File: src/design/wcf_pkg.sv
// Shared types, constants and star-closure logic for the wildcard title filter.
// No dependencies; used by wcf_matcher and wildcard_title_filter.
package wcf_pkg;

  // Pattern slots and character width
  localparam int PATTERN_CHARS = 16;
  localparam int CHAR_BITS     = 16;
  localparam int REG_CHARS     = 16;
  localparam int FIELD_W       = 16;
  localparam int CFG_W         = 64;
  localparam int LEN_FIELD_W   = 5;
  localparam int CFG_IDX_W     = 3;
  localparam int CNT_W         = 16;

  localparam int PAT_MAX  = (PATTERN_CHARS < REG_CHARS) ? PATTERN_CHARS : REG_CHARS;
  localparam int LIVE_W   = PAT_MAX + 1;
  localparam int LEN_W    = $clog2(LIVE_W);
  localparam int CMP_BITS = (CHAR_BITS < FIELD_W) ? CHAR_BITS : FIELD_W;
  localparam int CHARS_PER_REG = CFG_W / FIELD_W;

  localparam logic [FIELD_W-1:0] CHAR_MASK     = FIELD_W'((33'd1 << CMP_BITS) - 33'd1);
  localparam logic [FIELD_W-1:0] STAR_CHAR     = FIELD_W'(42);
  localparam logic [FIELD_W-1:0] QUESTION_CHAR = FIELD_W'(63);

  typedef logic [FIELD_W-1:0]              char_t;
  typedef logic [PAT_MAX-1:0][FIELD_W-1:0] pat_t;
  typedef logic [LIVE_W-1:0]               live_t;
  typedef logic [LEN_W-1:0]                len_t;
  typedef logic [PAT_MAX-1:0]              slot_t;
  typedef logic [CNT_W-1:0]                cnt_t;

  // Configuration register indexes
  typedef enum logic [CFG_IDX_W-1:0] {
    REG_CHARS_FIRST    = 3'd0,
    REG_CHARS_SECOND   = 3'd1,
    REG_CHARS_THIRD    = 3'd2,
    REG_CHARS_FOURTH   = 3'd3,
    REG_PATTERN_LENGTH = 3'd4
  } cfg_reg_t;

  // Flag the active slots that hold a star
  function automatic slot_t star_slots(input pat_t pat, input len_t n);
    slot_t s;
    for (int i = 0; i < PAT_MAX; i++) begin
      s[i] = (len_t'(i) < n) && ((pat[i] & CHAR_MASK) == STAR_CHAR);
    end
    return s;
  endfunction

  // Propagate live positions across runs of stars
  function automatic live_t star_closure(input live_t v, input pat_t pat, input len_t n);
    slot_t star;
    live_t r;
    logic  run;
    star = star_slots(pat, n);
    for (int k = 0; k < LIVE_W; k++) begin
      r[k] = v[k];
      run  = 1'b1;
      for (int i = k - 1; i >= 0; i--) begin
        run  = run & star[i];
        r[k] = r[k] | (v[i] & run);
      end
    end
    return r;
  endfunction

endpackage

File: src/design/wcf_matcher.sv
// One-character step of the glob matcher over the live position vector.
// Depends on wcf_pkg for types and the star closure.
module wcf_matcher (
  input  wcf_pkg::live_t live,
  input  wcf_pkg::pat_t  pat,
  input  wcf_pkg::len_t  len,
  input  wcf_pkg::char_t text_char,
  input  logic           empty_title,
  output wcf_pkg::live_t stepped,
  output logic           hit
);
  import wcf_pkg::*;

  live_t closed;
  live_t moved;
  slot_t star;
  char_t c;

  // Close the held vector over stars, then consume the character unless the title is empty
  always_comb begin
    closed = star_closure(live, pat, len);
    star   = star_slots(pat, len);
    c      = text_char & CHAR_MASK;
    moved  = '0;
    for (int j = 0; j < PAT_MAX; j++) begin
      if (closed[j] && (len_t'(j) < len)) begin
        if (star[j]) begin
          moved[j] = 1'b1;
        end else if (((pat[j] & CHAR_MASK) == QUESTION_CHAR) ||
                     ((pat[j] & CHAR_MASK) == c)) begin
          moved[j+1] = 1'b1;
        end
      end
    end
    stepped = empty_title ? closed : star_closure(moved, pat, len);
    hit     = stepped[len];
  end

endmodule

File: src/design/wildcard_title_filter.sv
// Wildcard title filter: streams title characters one request at a time and tests each
// title against a glob pattern ('*' any run, '?' one character) of up to 16 characters
// set through the configuration port. One request is taken every cycle, except that a
// title's last request stalls while the result register is full and stalled. A title's
// result is registered from the 17-bit live position vector held after the input register.
// Requests that do not end a title give no result. Title and match counters wrap at 16 bits.
module wildcard_title_filter (
  input  logic                           clk,
  input  logic                           rst,
  input  logic                           item_valid,
  output logic                           item_stall,
  input  logic [wcf_pkg::FIELD_W-1:0]    text_char,
  input  logic                           title_end,
  input  logic                           empty_title,
  input  logic                           new_pass,
  output logic                           result_valid,
  input  logic                           result_stall,
  output logic                           matched,
  output logic [wcf_pkg::CNT_W-1:0]      title_index,
  output logic [wcf_pkg::CNT_W-1:0]      filtered_position,
  input  logic                           cfg_write,
  input  logic [wcf_pkg::CFG_IDX_W-1:0]  cfg_index,
  input  logic [wcf_pkg::CFG_W-1:0]      cfg_data
);
  import wcf_pkg::*;

  logic [CHARS_PER_REG-1:0][CFG_W-1:0] pattern_regs;
  logic [LEN_FIELD_W-1:0]              pattern_length;
  pat_t  pat;
  len_t  len;

  logic  s1_valid;
  char_t s1_char;
  logic  s1_end;
  logic  s1_empty;
  logic  s1_pass;
  logic  s1_fire;
  logic  out_free;

  live_t live;
  live_t live_next;
  live_t stepped;
  live_t restart;
  logic  hit;
  cnt_t  title_counter;
  cnt_t  match_counter;
  cnt_t  title_base;
  cnt_t  match_base;

  // Write configuration registers
  always_ff @(posedge clk) begin
    if (rst) begin
      pattern_regs   <= '0;
      pattern_length <= '0;
    end else if (cfg_write) begin
      unique case (cfg_reg_t'(cfg_index))
        REG_CHARS_FIRST:    pattern_regs[0] <= cfg_data;
        REG_CHARS_SECOND:   pattern_regs[1] <= cfg_data;
        REG_CHARS_THIRD:    pattern_regs[2] <= cfg_data;
        REG_CHARS_FOURTH:   pattern_regs[3] <= cfg_data;
        REG_PATTERN_LENGTH: pattern_length  <= cfg_data[LEN_FIELD_W-1:0];
        default: ;
      endcase
    end
  end

  // Unpack pattern characters and saturate the length
  always_comb begin
    for (int i = 0; i < PAT_MAX; i++) begin
      pat[i] = pattern_regs[i / CHARS_PER_REG][FIELD_W*(i % CHARS_PER_REG) +: FIELD_W];
    end
    if (pattern_length > LEN_FIELD_W'(PAT_MAX)) begin
      len = len_t'(PAT_MAX);
    end else begin
      len = len_t'(pattern_length);
    end
  end

  // Handshake: a request without result always retires
  assign out_free   = !result_valid || !result_stall;
  assign s1_fire    = s1_valid && (!s1_end || out_free);
  assign item_stall = s1_valid && !s1_fire;

  // Input register
  always_ff @(posedge clk) begin
    if (rst) begin
      s1_valid <= 1'b0;
    end else if (item_valid && !item_stall) begin
      s1_valid <= 1'b1;
    end else if (s1_fire) begin
      s1_valid <= 1'b0;
    end
  end

  always_ff @(posedge clk) begin
    if (item_valid && !item_stall) begin
      s1_char  <= text_char;
      s1_end   <= title_end;
      s1_empty <= empty_title;
      s1_pass  <= new_pass;
    end
  end

  wcf_matcher u_matcher (
    .live        (live),
    .pat         (pat),
    .len         (len),
    .text_char   (s1_char),
    .empty_title (s1_empty),
    .stepped     (stepped),
    .hit         (hit)
  );

  // Restart the vector at the start position under the current pattern
  always_comb begin
    restart    = star_closure(live_t'(1), pat, len);
    live_next  = s1_end ? restart : stepped;
    title_base = s1_pass ? '0 : title_counter;
    match_base = s1_pass ? '0 : match_counter;
  end

  // Live vector and counters
  always_ff @(posedge clk) begin
    if (rst) begin
      live          <= live_t'(1);
      title_counter <= '0;
      match_counter <= '0;
    end else if (s1_fire) begin
      live <= live_next;
      if (s1_end) begin
        title_counter <= title_base + cnt_t'(1);
        match_counter <= match_base + cnt_t'(hit);
      end else begin
        title_counter <= title_base;
        match_counter <= match_base;
      end
    end
  end

  // Result register
  always_ff @(posedge clk) begin
    if (rst) begin
      result_valid <= 1'b0;
    end else if (s1_fire && s1_end) begin
      result_valid <= 1'b1;
    end else if (!result_stall) begin
      result_valid <= 1'b0;
    end
  end

  always_ff @(posedge clk) begin
    if (s1_fire && s1_end) begin
      matched           <= hit;
      title_index       <= title_base;
      filtered_position <= match_base;
    end
  end

  // Checks
  a_stall_needs_item: assert property (@(posedge clk) disable iff (rst)
    !s1_valid |-> !item_stall) else $error("stall raised with empty input register");

  a_restart_live: assert property (@(posedge clk) disable iff (rst)
    (s1_fire && s1_end) |=> live[0]) else $error("start position lost after title end");

  a_title_count: assert property (@(posedge clk) disable iff (rst)
    (s1_fire && s1_end) |=> (title_counter == cnt_t'($past(title_base) + cnt_t'(1))))
    else $error("title counter did not advance");

  a_result_fields: assert property (@(posedge clk) disable iff (rst)
    (s1_fire && s1_end) |=> (result_valid && title_index == $past(title_base)))
    else $error("result not loaded at title end");

endmodule

File: config.mk
export PLATFORM = sky130hd
export DESIGN_NAME = wildcard_title_filter
export DESIGN_NICKNAME = d
export VERILOG_FILES = /design/src/design/wcf_pkg.sv /design/src/design/wcf_matcher.sv /design/src/design/wildcard_title_filter.sv
export SDC_FILE = /design/constraint.sdc
export NUM_CORES = 1
export LEC_CHECK = 0
export BUFFER_PORTS_ARGS = -buffer_cell sky130_fd_sc_hd__clkbuf_2
export CAP_MARGIN = 0
export CORE_ASPECT_RATIO = 1.5
export CORE_MARGIN = 4
export CORE_UTILIZATION = 45
export DETAILED_ROUTE_END_ITERATION = 16
export PLACE_DENSITY = 0.71
export SLEW_MARGIN = 20
export SYNTH_ARGS = -nofsm -noshare
export SYNTH_HDL_FRONTEND = slang
export SYNTH_SLANG_ARGS = --single-unit
File: constraint.sdc
create_clock -name clk -period 9 [get_ports clk]
set_input_delay 1.8 -clock clk [delete_from_list [all_inputs] [get_ports clk]]
set_output_delay 1.8 -clock clk [all_outputs]
set_load 0.01 [all_outputs]
### After elaboration in Yosys (flattened, before gate mapping)

Cells that the tools add are included.
Widths: inputs -> output; s select.

| operators by class | value |
|---|---|
| add/subtract/negate cells | 2 |
| order comparisons | 18 |
| equality and inequality tests | 53 |
| muxes and demuxes | 77 |
| bitwise gates (word level) | 664 |
| reduce and logical (&&, ||, !) cells | 66 |

Operator list:

| cell | count |
|---|---|
| $eq 16x6->1 const B | 32 |
| $and 1x1->1 | 392 |
| $or 1x1->1 | 272 |
| $eq 16x16->1 | 16 |
| $mux 16 | 4 |
| $mux 1 | 53 |
| $lt 4x5->1 const A | 8 |
| $logic_and 1x1->1 | 36 |
| $mux 17 | 2 |
| $mux 2 | 16 |
| $lt 3x5->1 const A | 4 |
| $logic_or 1x1->1 | 18 |
| $add 16x1->16 | 1 |
| $add 16x1->16 const B | 1 |
| $lt 1x5->1 const A | 2 |
| $lt 2x5->1 const A | 2 |
| $reduce_and 2->1 | 5 |
| $eq 3x2->1 const B | 2 |
| $lt 5x6->1 const B | 1 |
| $bmux 1 s5 | 1 |
| $gt 5x5->1 const B | 1 |
| $logic_not 1->1 | 5 |
| $mux 5 | 1 |
| $eq 3x1->1 const B | 1 |
| 4 further kinds | 4 |

| word-level totals | value |
|---|---|
| bits in registers | 364 |

### Depth between registers and ports, before layout

Gate-level depths: netlist of run 1.

| depth | value |
|---|---|
| depth in word-level cells | 58 |
| gate-level depth with buffers | 25 |
| gate-level depth less buffers | 22 |

### By module

From an unflattened synthesis of run 1, not the netlist that was laid out.

| second synthesis, totals | value |
|---|---|
| cell total of the unflattened synthesis | 2590 |
| area, all modules | 20465.9 sq um |

By module, submodules not included:

| module | times used | cells an instance | area an instance (sq um) | seq. area each (sq um) |
|---|---|---|---|---|
| wildcard_title_filter | 1 | 1660 | 14078.5 | 7807.5 |
| wcf_matcher | 1 | 930 | 6387.4 | 0.0 |

### Worst setup path after synthesis of run 1

No wires, ideal clock.

| path | value |
|---|---|
| kind | register -> register |
| start point | register pattern_length[3] |
| end point | register match_counter[12] |
| data arrival time | 4.817 ns |
| data required time | 8.872 ns |
| path slack | 4.055 ns |
| cell stages (with the launch flop) | 23 |
| path buffers | 0 |
| cell sequence | dfxtp_1 -> nor2_2 -> or4_4 -> nor4_4 -> inv_2 -> o31a_1 -> or3_4 -> o221ai_2 -> o31ai_1 -> and4_4 -> or4b_1 -> a21oi_1 -> o41a_1 -> ha_1 -> ha_1 -> nand2_1 -> nor2_1 -> and3_1 -> inv_1 -> nor3_1 -> nand3_1 -> xnor2_1 -> nor2_1 |

| between the ends | value |
|---|---|
| cells in the longest elaborated chain, start to end | 45 |
| elaborated cells on any way between the ends | 767 |
| those cells by class | add/sub (1); order compare (17); mux (53); bitwise (664); reduce/logical (32) |

Ends and longest elaborated chain:

| element | RTL line | source |
|---|---|---|
| start, declared | wildcard_title_filter.sv:28 | `logic [LEN_FIELD_W-1:0] pattern_length;` |
| start signal, assigned | wildcard_title_filter.sv:61 | `REG_PATTERN_LENGTH: pattern_length <= cfg_data[LEN_FIELD_W-1:0];` |
| $gt 5x5->1 | wildcard_title_filter.sv:72 | `if (pattern_length > LEN_FIELD_W'(PAT_MAX)) begin` |
| $mux 5 (*) | wildcard_title_filter.sv:72 |  |
| $lt 4x5->1 | wcf_pkg.sv:45, wcf_matcher.sv:26 |  |
| $logic_and 1x1->1 | wcf_pkg.sv:45 | `s[i] = (len_t'(i) < n) && ((pat[i] & CHAR_MASK) == STAR_CHAR);` |
| $and 1x1->1 (on tied branches) | wcf_pkg.sv:61, wcf_pkg.sv:60 |  |
| $or 1x1->1 (tied with other cells) (12 in series) | wcf_pkg.sv:61 | `r[k] = r[k] \| (v[i] & run);` |
| $or 1x1->1 / $and 1x1->1 (equally long branches) | wcf_pkg.sv:61 |  |
| $or 1x1->1 | wcf_pkg.sv:61 |  |
| [... 4 more ...] | - |  |
| $and 1x1->1 | wcf_pkg.sv:61 |  |
| $or 1x1->1 (16 in series) | wcf_pkg.sv:61 |  |
| $mux 17 | wcf_matcher.sv:35 | `stepped = empty_title ? closed : star_closure(moved, pat, len);` |
| $bmux 1 s5 (*) | wcf_matcher.sv:36 | `hit = stepped[len];` |
| $mux 1 (implied by the code) (*) | wcf_matcher.sv:36 |  |
| named net hit | wildcard_title_filter.sv:44 | `logic hit;` |
| $add 16x1->16 (*) | wildcard_title_filter.sv:132 | `match_counter <= match_base + cnt_t'(hit);` |
| $mux 16 (*) | wildcard_title_filter.sv:130 | `if (s1_end) begin` |
| end signal, assigned | wildcard_title_filter.sv:132 |  |
| end signal, assigned | wildcard_title_filter.sv:135 | `match_counter <= match_base;` |
| end, declared | wildcard_title_filter.sv:46 | `cnt_t match_counter;` |

Mark *: on every way through the listed nets, which the timed path passes. The rest lies on a longest branch. The select of a mux whose other input is x is not followed.
A chain may end at the register's enable or synchronous reset.

### Worst setup path in the final report of run 1

| path | value |
|---|---|
| start point | register pattern_length[2] |
| end point | register match_counter[12] |

Same word-level chain as after synthesis.

==> metrics list, run 1 <==
* Number of filler cells placed in the layout: 4094
* Wire per inst: 24.1 µm
* Post-detailed-routing wire length: 75500 µm
* Die X: 178 µm
- Standard cell with the maximum stage delay on the critical path: dfxtp_1
- After floorplanning, the core was sized to cover 0.0424 mm².
- Outcome: finished clean
- The tool flagged a number of max-cap violations equal to 0.
- For this design the static power due to leakage is 7.22 nW.
* Path category of the worst min-delay check: reg2reg
- Flop and latch count out of synthesis: 364
* Total number of vias: 19071
* Post-synthesis instance total: 2492
- Initial antenna violation count: 1
- Summed over all failing endpoints, the final setup total negative slack is 0 ps.
- Worst Slack Setup Final: 1700 ps
- Sum of overflow across all layers after global routing: 0
- EDFF count, synth: 52
- The signal on the critical path passes through nor3_1, or4_1, nor4_2, a21oi_1, o21ai_0, o31ai_1, nor4_1, a41oi_1, a21boi_0, o31ai_1, a32oi_1, o41a_1, ha_1, ha_1, nand2_1, nor2_1, and3_1, inv_1, nor3_1, nand3_1, xnor2_1, nor2_1.
* Share of async-settable or async-resettable flops after synthesis: 0
* Floorplan die height: 262 µm
- CTS tree: yes
- Clock-pin slew was measured on the worst setup and hold paths at 70 ps.
- Register-to-register setup slack: 1700 ps
* Arrival time reported for the critical path endpoint: 7690 ps
- Max-Slew Margin vs Limit: 0.195
- Post-route DRC: 0
* Maximum number of pins on one net before global-route repair: 160
- The library cell used most frequently in the layout, excluding fill and tap cells, is nand2_1.
- For this run, the register share of the synthesized area comes to 0.403.
* Startpoint types: flop
- Data on the critical path is required at its endpoint by 9390 ps.
* Ratio of routed vias to standard cells: 6.09
* TritonRoute pass-1 iters: 8
- Starting Density: 0.458
* Antenna violation net count after detailed routing: 0
- The area growth from synthesis to layout is 11.8%.
* Worst r2r path cells: 22
- Clock buffers created by TritonCTS: 36
* Number of standard cells in the layout, taps in and fillers out: 3134
* Nets in the synthesized netlist: 2586
- Insertion delay to the later sink of the worst-skew pair: 560 ps
- Of the total synthesized cell area, the portion taken by AND, OR, NAND and NOR gates is 0.276.
- Total placed cells including tap cells: 3069
- Global-route wire length before repair: 112000 µm
- For this run, the total global-route usage over all layers was measured as 0.312.
* Initial DRC Count: 1857
- Hold-critical path depth: 2
* Highest ir drop seen on vdd: 179 µV
- Area enclosed by the die boundary: 0.0466 mm²
- Setup violations remaining at the end of the flow were counted as 0.
* Clock tree root driver cell: clkbuf_16
- Worst setup skew after layout: 20.1 ps
* Deepest clock path buffer count: 3
- Largest family of logic cells by synthesized area: simple AND/OR/NAND/NOR gates
* Number of instances resized during post-cts repair: 0
- Start-to-end type of the worst setup path: reg2reg
- The final layout contains 2637 nets.
* Htree depth: 2
* Worst-Margin Slew: 1200 ps
- Hold Buf Count CTS: 0
- For this design the top-level I/O count stands at 126.
- Setup repair after global routing left no endpoint under its margin.
- Number of hold violations in the final report: 0
- Post-synthesis mux area share: 0.00316
* DP HPWL: 55600 µm
* Tcrit/Tclk final: 0.811
* Cell area after synthesis: 0.0194 mm²
- Commonest cells after routing, fill and taps aside: nand2_1, dfxtp_1, a21oi_1, xnor2_1, nor2_1
- Of the total synthesized cell area, the portion taken by XOR and XNOR cells is 0.126.
- Of the cells placed in the final design, the portion with a size suffix greater than 1 is 0.107.
- Instance count on the critical path: 22
* Postcts setup bufs: 0
- # diodes: 0
- Count of port buffers added during placement: 125
* Fraction of the mapped netlist area in compound gates: 0.155
- Clock Sink Count: 364
- The initialized floorplan defines 92 standard-cell rows.
- Of the total synthesized cell area, the portion taken by full adders, half adders and majority gates is 0.00194.
* F_max: 137 MHz
- For this run, the number of Yosys warnings is 0.
- For the finished layout, the period the worst path requires is 7300 ps.
- The max-slew violation count came to 0.
* Critical path capture point type: flop
- The most used flip-flop cell after synthesis is dfxtp_1.
- The number of global-route vias before repair was 18545.
- Count of unique library cells instantiated by Yosys: 84
- Family with the most delay on the worst path: simple AND/OR/NAND/NOR gates
- With fillers left out, the area of the finished cells amounts to 0.0217 mm².
- Utilization after layout: 0.512
* Cell Area, Placed: 0.0205 mm²
- Of all nets on the critical path, the largest fanout is 23.
* Avg Inst Size Synth: 7.78 µm²
- Count of buffering cells on the critical path with inverters included: 1
- Critical path's largest stage delay: 960 ps
* Ratio of total power to cell area: 167 mW/mm²
* Worst setup slack before clock tree synthesis: 1820 ps
- Placer's final routability congestion estimate: 0.962
[metal layers]
metal / global-route usage / wire length [µm]
met5: 0 / 0
met4: 0.233 / 7070
met3: 0.0441 / 5050
met2: 0.548 / 37400
met1: 0.335 / 26000
[final timing paths]
kind / startpoint / endpoint
max: pattern_length[2] / match_counter[12]
min: pat[19] / pat[19]
max reg2reg: pattern_length[2] / match_counter[12]
min reg2reg: pat[19] / pat[19]
[cell usage after synthesis, types with 13 or more instances]
cell / n / area, µm²
buf_1: 14 / 52.6
edfxtp_1: 52 / 1560
and4b_1: 13 / 130
nor3_1: 46 / 230
clkbuf_1: 132 / 495
nand2_1: 618 / 2320
o21ai_0: 47 / 235
nand4_1: 89 / 557
xnor2_1: 209 / 1830
a31oi_1: 14 / 87.6
nand3_1: 50 / 250
a21oi_1: 311 / 1560
dfxtp_1: 312 / 6250
inv_1: 23 / 86.3
nor4_1: 59 / 369
or2_2: 17 / 106
nor2_1: 148 / 556
nor2b_1: 37 / 231
xor2_1: 71 / 622
[sequential cells by signal, summed over array words and instances, names as in the netlist, 5 cells and up]
name	flops
match_counter	16
pat	256
filtered_position	16
title_counter	16
live	17
pattern_length	5
title_index	16
s1_char	16
[logic make-up after synthesis]
kind of cell / after synthesis
AND/OR/NAND/NOR: 1152
AO/OA/AOI/OAI: 509
flip-flops: 364
XOR/XNOR: 280
buffers and inverters: 178
multiplexers: 6
adder cells (fa/ha/maj): 3
[worst min-delay path, stage by stage, from the launching register on]
cell and delay, ps:
dfxtp_1 330, nand2_1 60, a21oi_1 50
[power by group]
group | total, W | internal [W] | switching (W)
Combinational | 0.000351 | 0.000120 | 0.000231
Clock | 0.00154 | 0.000857 | 0.000680
Sequential | 0.00174 | 0.00168 | 0.0000537
[metrics by stage]
step | hold WS, ps | total power [W]
after floorplan | 455 | 0.00197
after global routing | 505 | 0.00373
after global placement | 469 | 0.00211
final | 483 | 0.00362
after CTS | 485 | 0.00364
after detailed placement | 476 | 0.00211
[final cells by class]
cell class | count | area [µm²] | share of cell area
timing repair buffer | 166 | 943 | 0.0435
sequential | 364 | 7810 | 0.360
clock buffer | 47 | 1000 | 0.0462
multi-input combinational | 1950 | 11000 | 0.505
clock inverter | 18 | 191 | 0.00882
inverter | 25 | 93.8 | 0.00433
tap | 564 | 706 | 0.0325
No activity file was read; power rests on OpenSTA's default activity.
==> run 2, diff against run 1 <==
--- a/config.mk
+++ b/config.mk
@@ -5,13 +5,14 @@
 export SDC_FILE = /design/constraint.sdc
 export NUM_CORES = 1
 export LEC_CHECK = 0
+export ABC_AREA = 1
 export BUFFER_PORTS_ARGS = -buffer_cell sky130_fd_sc_hd__clkbuf_2
 export CAP_MARGIN = 0
 export CORE_ASPECT_RATIO = 1.5
 export CORE_MARGIN = 4
 export CORE_UTILIZATION = 45
 export DETAILED_ROUTE_END_ITERATION = 16
-export PLACE_DENSITY = 0.71
+export PLACE_DENSITY = 0.73
 export SLEW_MARGIN = 20
 export SYNTH_ARGS = -nofsm -noshare
 export SYNTH_HDL_FRONTEND = slang
==> constraint.sdc (replaced) <==
create_clock -name clk -period 6.4 [get_ports clk]
set_input_delay 1.28 -clock clk [delete_from_list [all_inputs] [get_ports clk]]
set_output_delay 1.28 -clock clk [all_outputs]
set_load 0.01 [all_outputs]
==> run 2 against run 1 <==
- critical path depth up 9
- power rose by 48%
- fmax is 26% higher
- worst setup slack lost 1100 ps
- die area grew 4.8%
- register-to-register slack worse by 1100 ps
- clock skew about the same
- non-clock buffer count up 18
- core utilization hardly changed
- critical endpoint is now match_counter[15]
==> metrics list, run 2 <==
* Avg Inst Size Synth: 6.75 µm²
* Path category of the worst min-delay check: reg2reg
- Most instantiated cells after synthesis: nor2_1, nand2_1, dfxtp_1, o21ai_0, inv_1
- For this configuration, the core starts out at a cell density of 0.455.
* Number of filler cells placed in the layout: 4558
* Cell area after synthesis: 0.0204 mm²
- Leaving out filler cells and counting taps, the final layout contains 3714.
* Nets in the synthesized netlist: 3112
- Counting instances, the worst hold path has a depth of 2.
- Final hold analysis gives a worst-case slack of 471 ps.
- Leakage power figure: 9.55 nW
- The detailed router finished its first iteration with 1727 violations.
- Number of nets in the finished design: 3198
- Count of port buffers added during placement: 125
- Once detailed placement completed, the half-perimeter wirelength came to 59700 µm.
- Final-layout setup total negative slack: 0 ps
- Max-Slew Margin vs Limit: 0.322
- Global Route met1 Usage: 0.335
- In the layout the commonest cells are nor2_1, nand2_1, dfxtp_1, o21ai_0, inv_1.
* Htree depth: 2
- In this run the remaining antenna-violating nets after routing total 0.
* Flip-flop count of the largest register, all copies and words added: 256
* EDFF count, synth: 52
- Counting every instance in the synthesized netlist gives 3018.
- Overall power after layout: 0.00538 W
- Standard-cell rows: 95
* Number of global-route vias before repair: 20167
* Growth of design area from synthesis to finish: 12.6%
* Worst r2r path cells: 31
- The slowest stage of the critical path is the nor2_1 cell.
- Clock tree root driver cell: clkbuf_16
* Highest ir drop seen on vdd: 227 µV
- The die covers 0.0488 mm².
- In the synthesized netlist the dominant register cell turns out to be dfxtp_1.
- Clock buffers created by TritonCTS: 38
* Post-route DRC: 0
- For the finished layout, the period the worst path requires is 5810 ps.
* RSZ-0062 raised after global routing: no
- Counting flops and latches in the post-synthesis netlist gives 364.
- The worst register-to-register path ends at match_counter[15].
- Maximum number of pins on one net before global-route repair: 112
- The share of synthesized area in the top cell type comes to 0.307.
- The detailed router placed 20938 vias in this run.
* Floorplan die height: 269 µm
- Once the clock tree was built, the resizer swapped 0 gates to a different size.
- The number of placed instances, taps included, is 3646.
- Between clock sinks in the finished design, the worst skew comes to 20.4 ps.
* Ratio of total power to cell area: 235 mW/mm²
- In the routed layout, each cell is associated on average with a via count of 5.64.
- CP most frequent cell: nand2_1
- After clock tree synthesis, the clock-pin slew on the worst setup and hold paths is 60 ps.
* Most common cell after layout, fill and taps aside: nor2_1
- Synthesis Warnings: 0
- Critical path capture point type: flop
- Hold Buf Count CTS: 0
* Deepest clock path buffer count: 3
- Proportion of layout cells with a drive suffix above 1: 0.102
- Met3 layer usage reported by global route: 0.0406
- Post-CTS timing repair inserted 0 buffers for setup.
- Across every metal layer, demand over resource in global routing totals 0.312.
* TritonRoute pass-1 iters: 6
* Library cell occupying the most area in the post-synthesis netlist: dfxtp_1
- Most numerous cell in the Yosys netlist: nor2_1
- Core area: 0.0448 mm²
- Sum of overflow across all layers after global routing: 0
* Most area-consuming cells after synthesis: dfxtp_1, nor2_1, nand2_1, edfxtp_1, o21ai_0
- # IOs: 126
- Measured along the x axis, the die boundary spans 182 µm.
- The worst setup path is of the reg2reg kind.
- In this run the critical register-to-register path is launched from pattern_length[2].
- Startpoint types: flop
* # diodes: 0
- Outcome: finished clean
- For this block, the routed nets add up to 78900 µm of wire.
* Global-route wire length before repair: 118000 µm
- Initial antenna violation count: 0
- The largest single stage delay on the critical path is 600 ps.
- Startpoint of the lowest-slack hold path: match_counter[14]
- Setup violations remaining at the end of the flow were counted as 0.
- Total count of max-transition violations in the final report: 0
* Placer's final routability congestion estimate: 1.12
- The tool flagged a number of max-cap violations equal to 0.
- In the final routed layout, each cell accounts on average for 21.3 µm.
- CTS tree: yes
- STA puts the critical path data required time at 6840 ps.
- Clock Sink Count: 364
* GR Layer Usage met2: 0.555
- Data on the critical path arrives at its endpoint at 6250 ps.
- Share of async-settable or async-resettable flops after synthesis: 0
* Insertion delay to the later sink of the worst-skew pair: 570 ps
* Largest fanout on the critical path: 6
* Worst-Margin Slew: 1020 ps
- F_max: 172 MHz
- Dividing the final minimum period by the clock period gives 0.907.
* Hold path endpoint: match_counter[14]
- After global routing, the most crowded layer is met2.
- Of the synthesized area, sequential elements account for 0.383.
- The number of hold-slack violations in the final timing report is 0.
* Register-to-register setup slack: 590 ps
- The synthesized netlist contains 54 unique library cells.
## run 2: power breakdown
group          internal (W)  switching [W]  total, W
clock               0.00129       0.000996   0.00229
combinational      0.000202       0.000414  0.000616
sequential          0.00239      0.0000891   0.00248
total               0.00388        0.00150   0.00538
## run 2: cell type report
class | count | area (µm²) | share of cell area
clock buffers | 55 | 1090 | 0.0477
clock inverters | 13 | 170 | 0.00742
inverters | 314 | 1190 | 0.0518
multi-input cells | 2202 | 10900 | 0.474
flip-flops and latches | 364 | 7810 | 0.340
well taps | 582 | 728 | 0.0318
repair buffers | 184 | 1080 | 0.0471
## run 2: critical path, delay by kind of cell, from the launching register on
kind,cells,cell delay (ps)
compound gates,4,860
fa+ha+maj,1,180
buf+inv,2,530
flops,1,530
simple gates,24,3570
## run 2: routing by layer
layer	up-vias	share of wire
li1	9973	-
met1	9687	0.35
met2	937	0.49
met3	341	0.063
met4	0	0.098
met5	-	0
## run 2: cells by family after synthesis
logic type,count (synthesis),synth area share
xor+xnor,181,0.0778
simple gates,1457,0.306
fa+ha+maj,3,0.00184
compound gates,561,0.145
buf+inv,452,0.0853
flops,364,0.383
## run 2: worst max path at each step
| stage | from | end | slack [ps] | depth (start not counted) |
|---|---|---|---|---|
| floorplan | pat[81] | match_counter[15] | 2470 | 36 |
| global placement | pattern_length[2] | match_counter[15] | 860 | 32 |
| detailed placement | pattern_length[2] | match_counter[15] | 890 | 30 |
| CTS | pattern_length[2] | match_counter[15] | 870 | 30 |
| global route | pattern_length[2] | match_counter[15] | 180 | 31 |
| finish | pattern_length[2] | match_counter[15] | 590 | 31 |
## run 2: per-stage QoR
stage | setup WS [ps] | util | area [µm²]
floorplan | 2470 | - | 20400
global placement | 861 | 0.483 | 21700
detailed placement | 893 | 0.483 | 21700
CTS | 874 | 0.512 | 22900
global route | 177 | 0.512 | 22900
finish | 595 | 0.512 | 22900
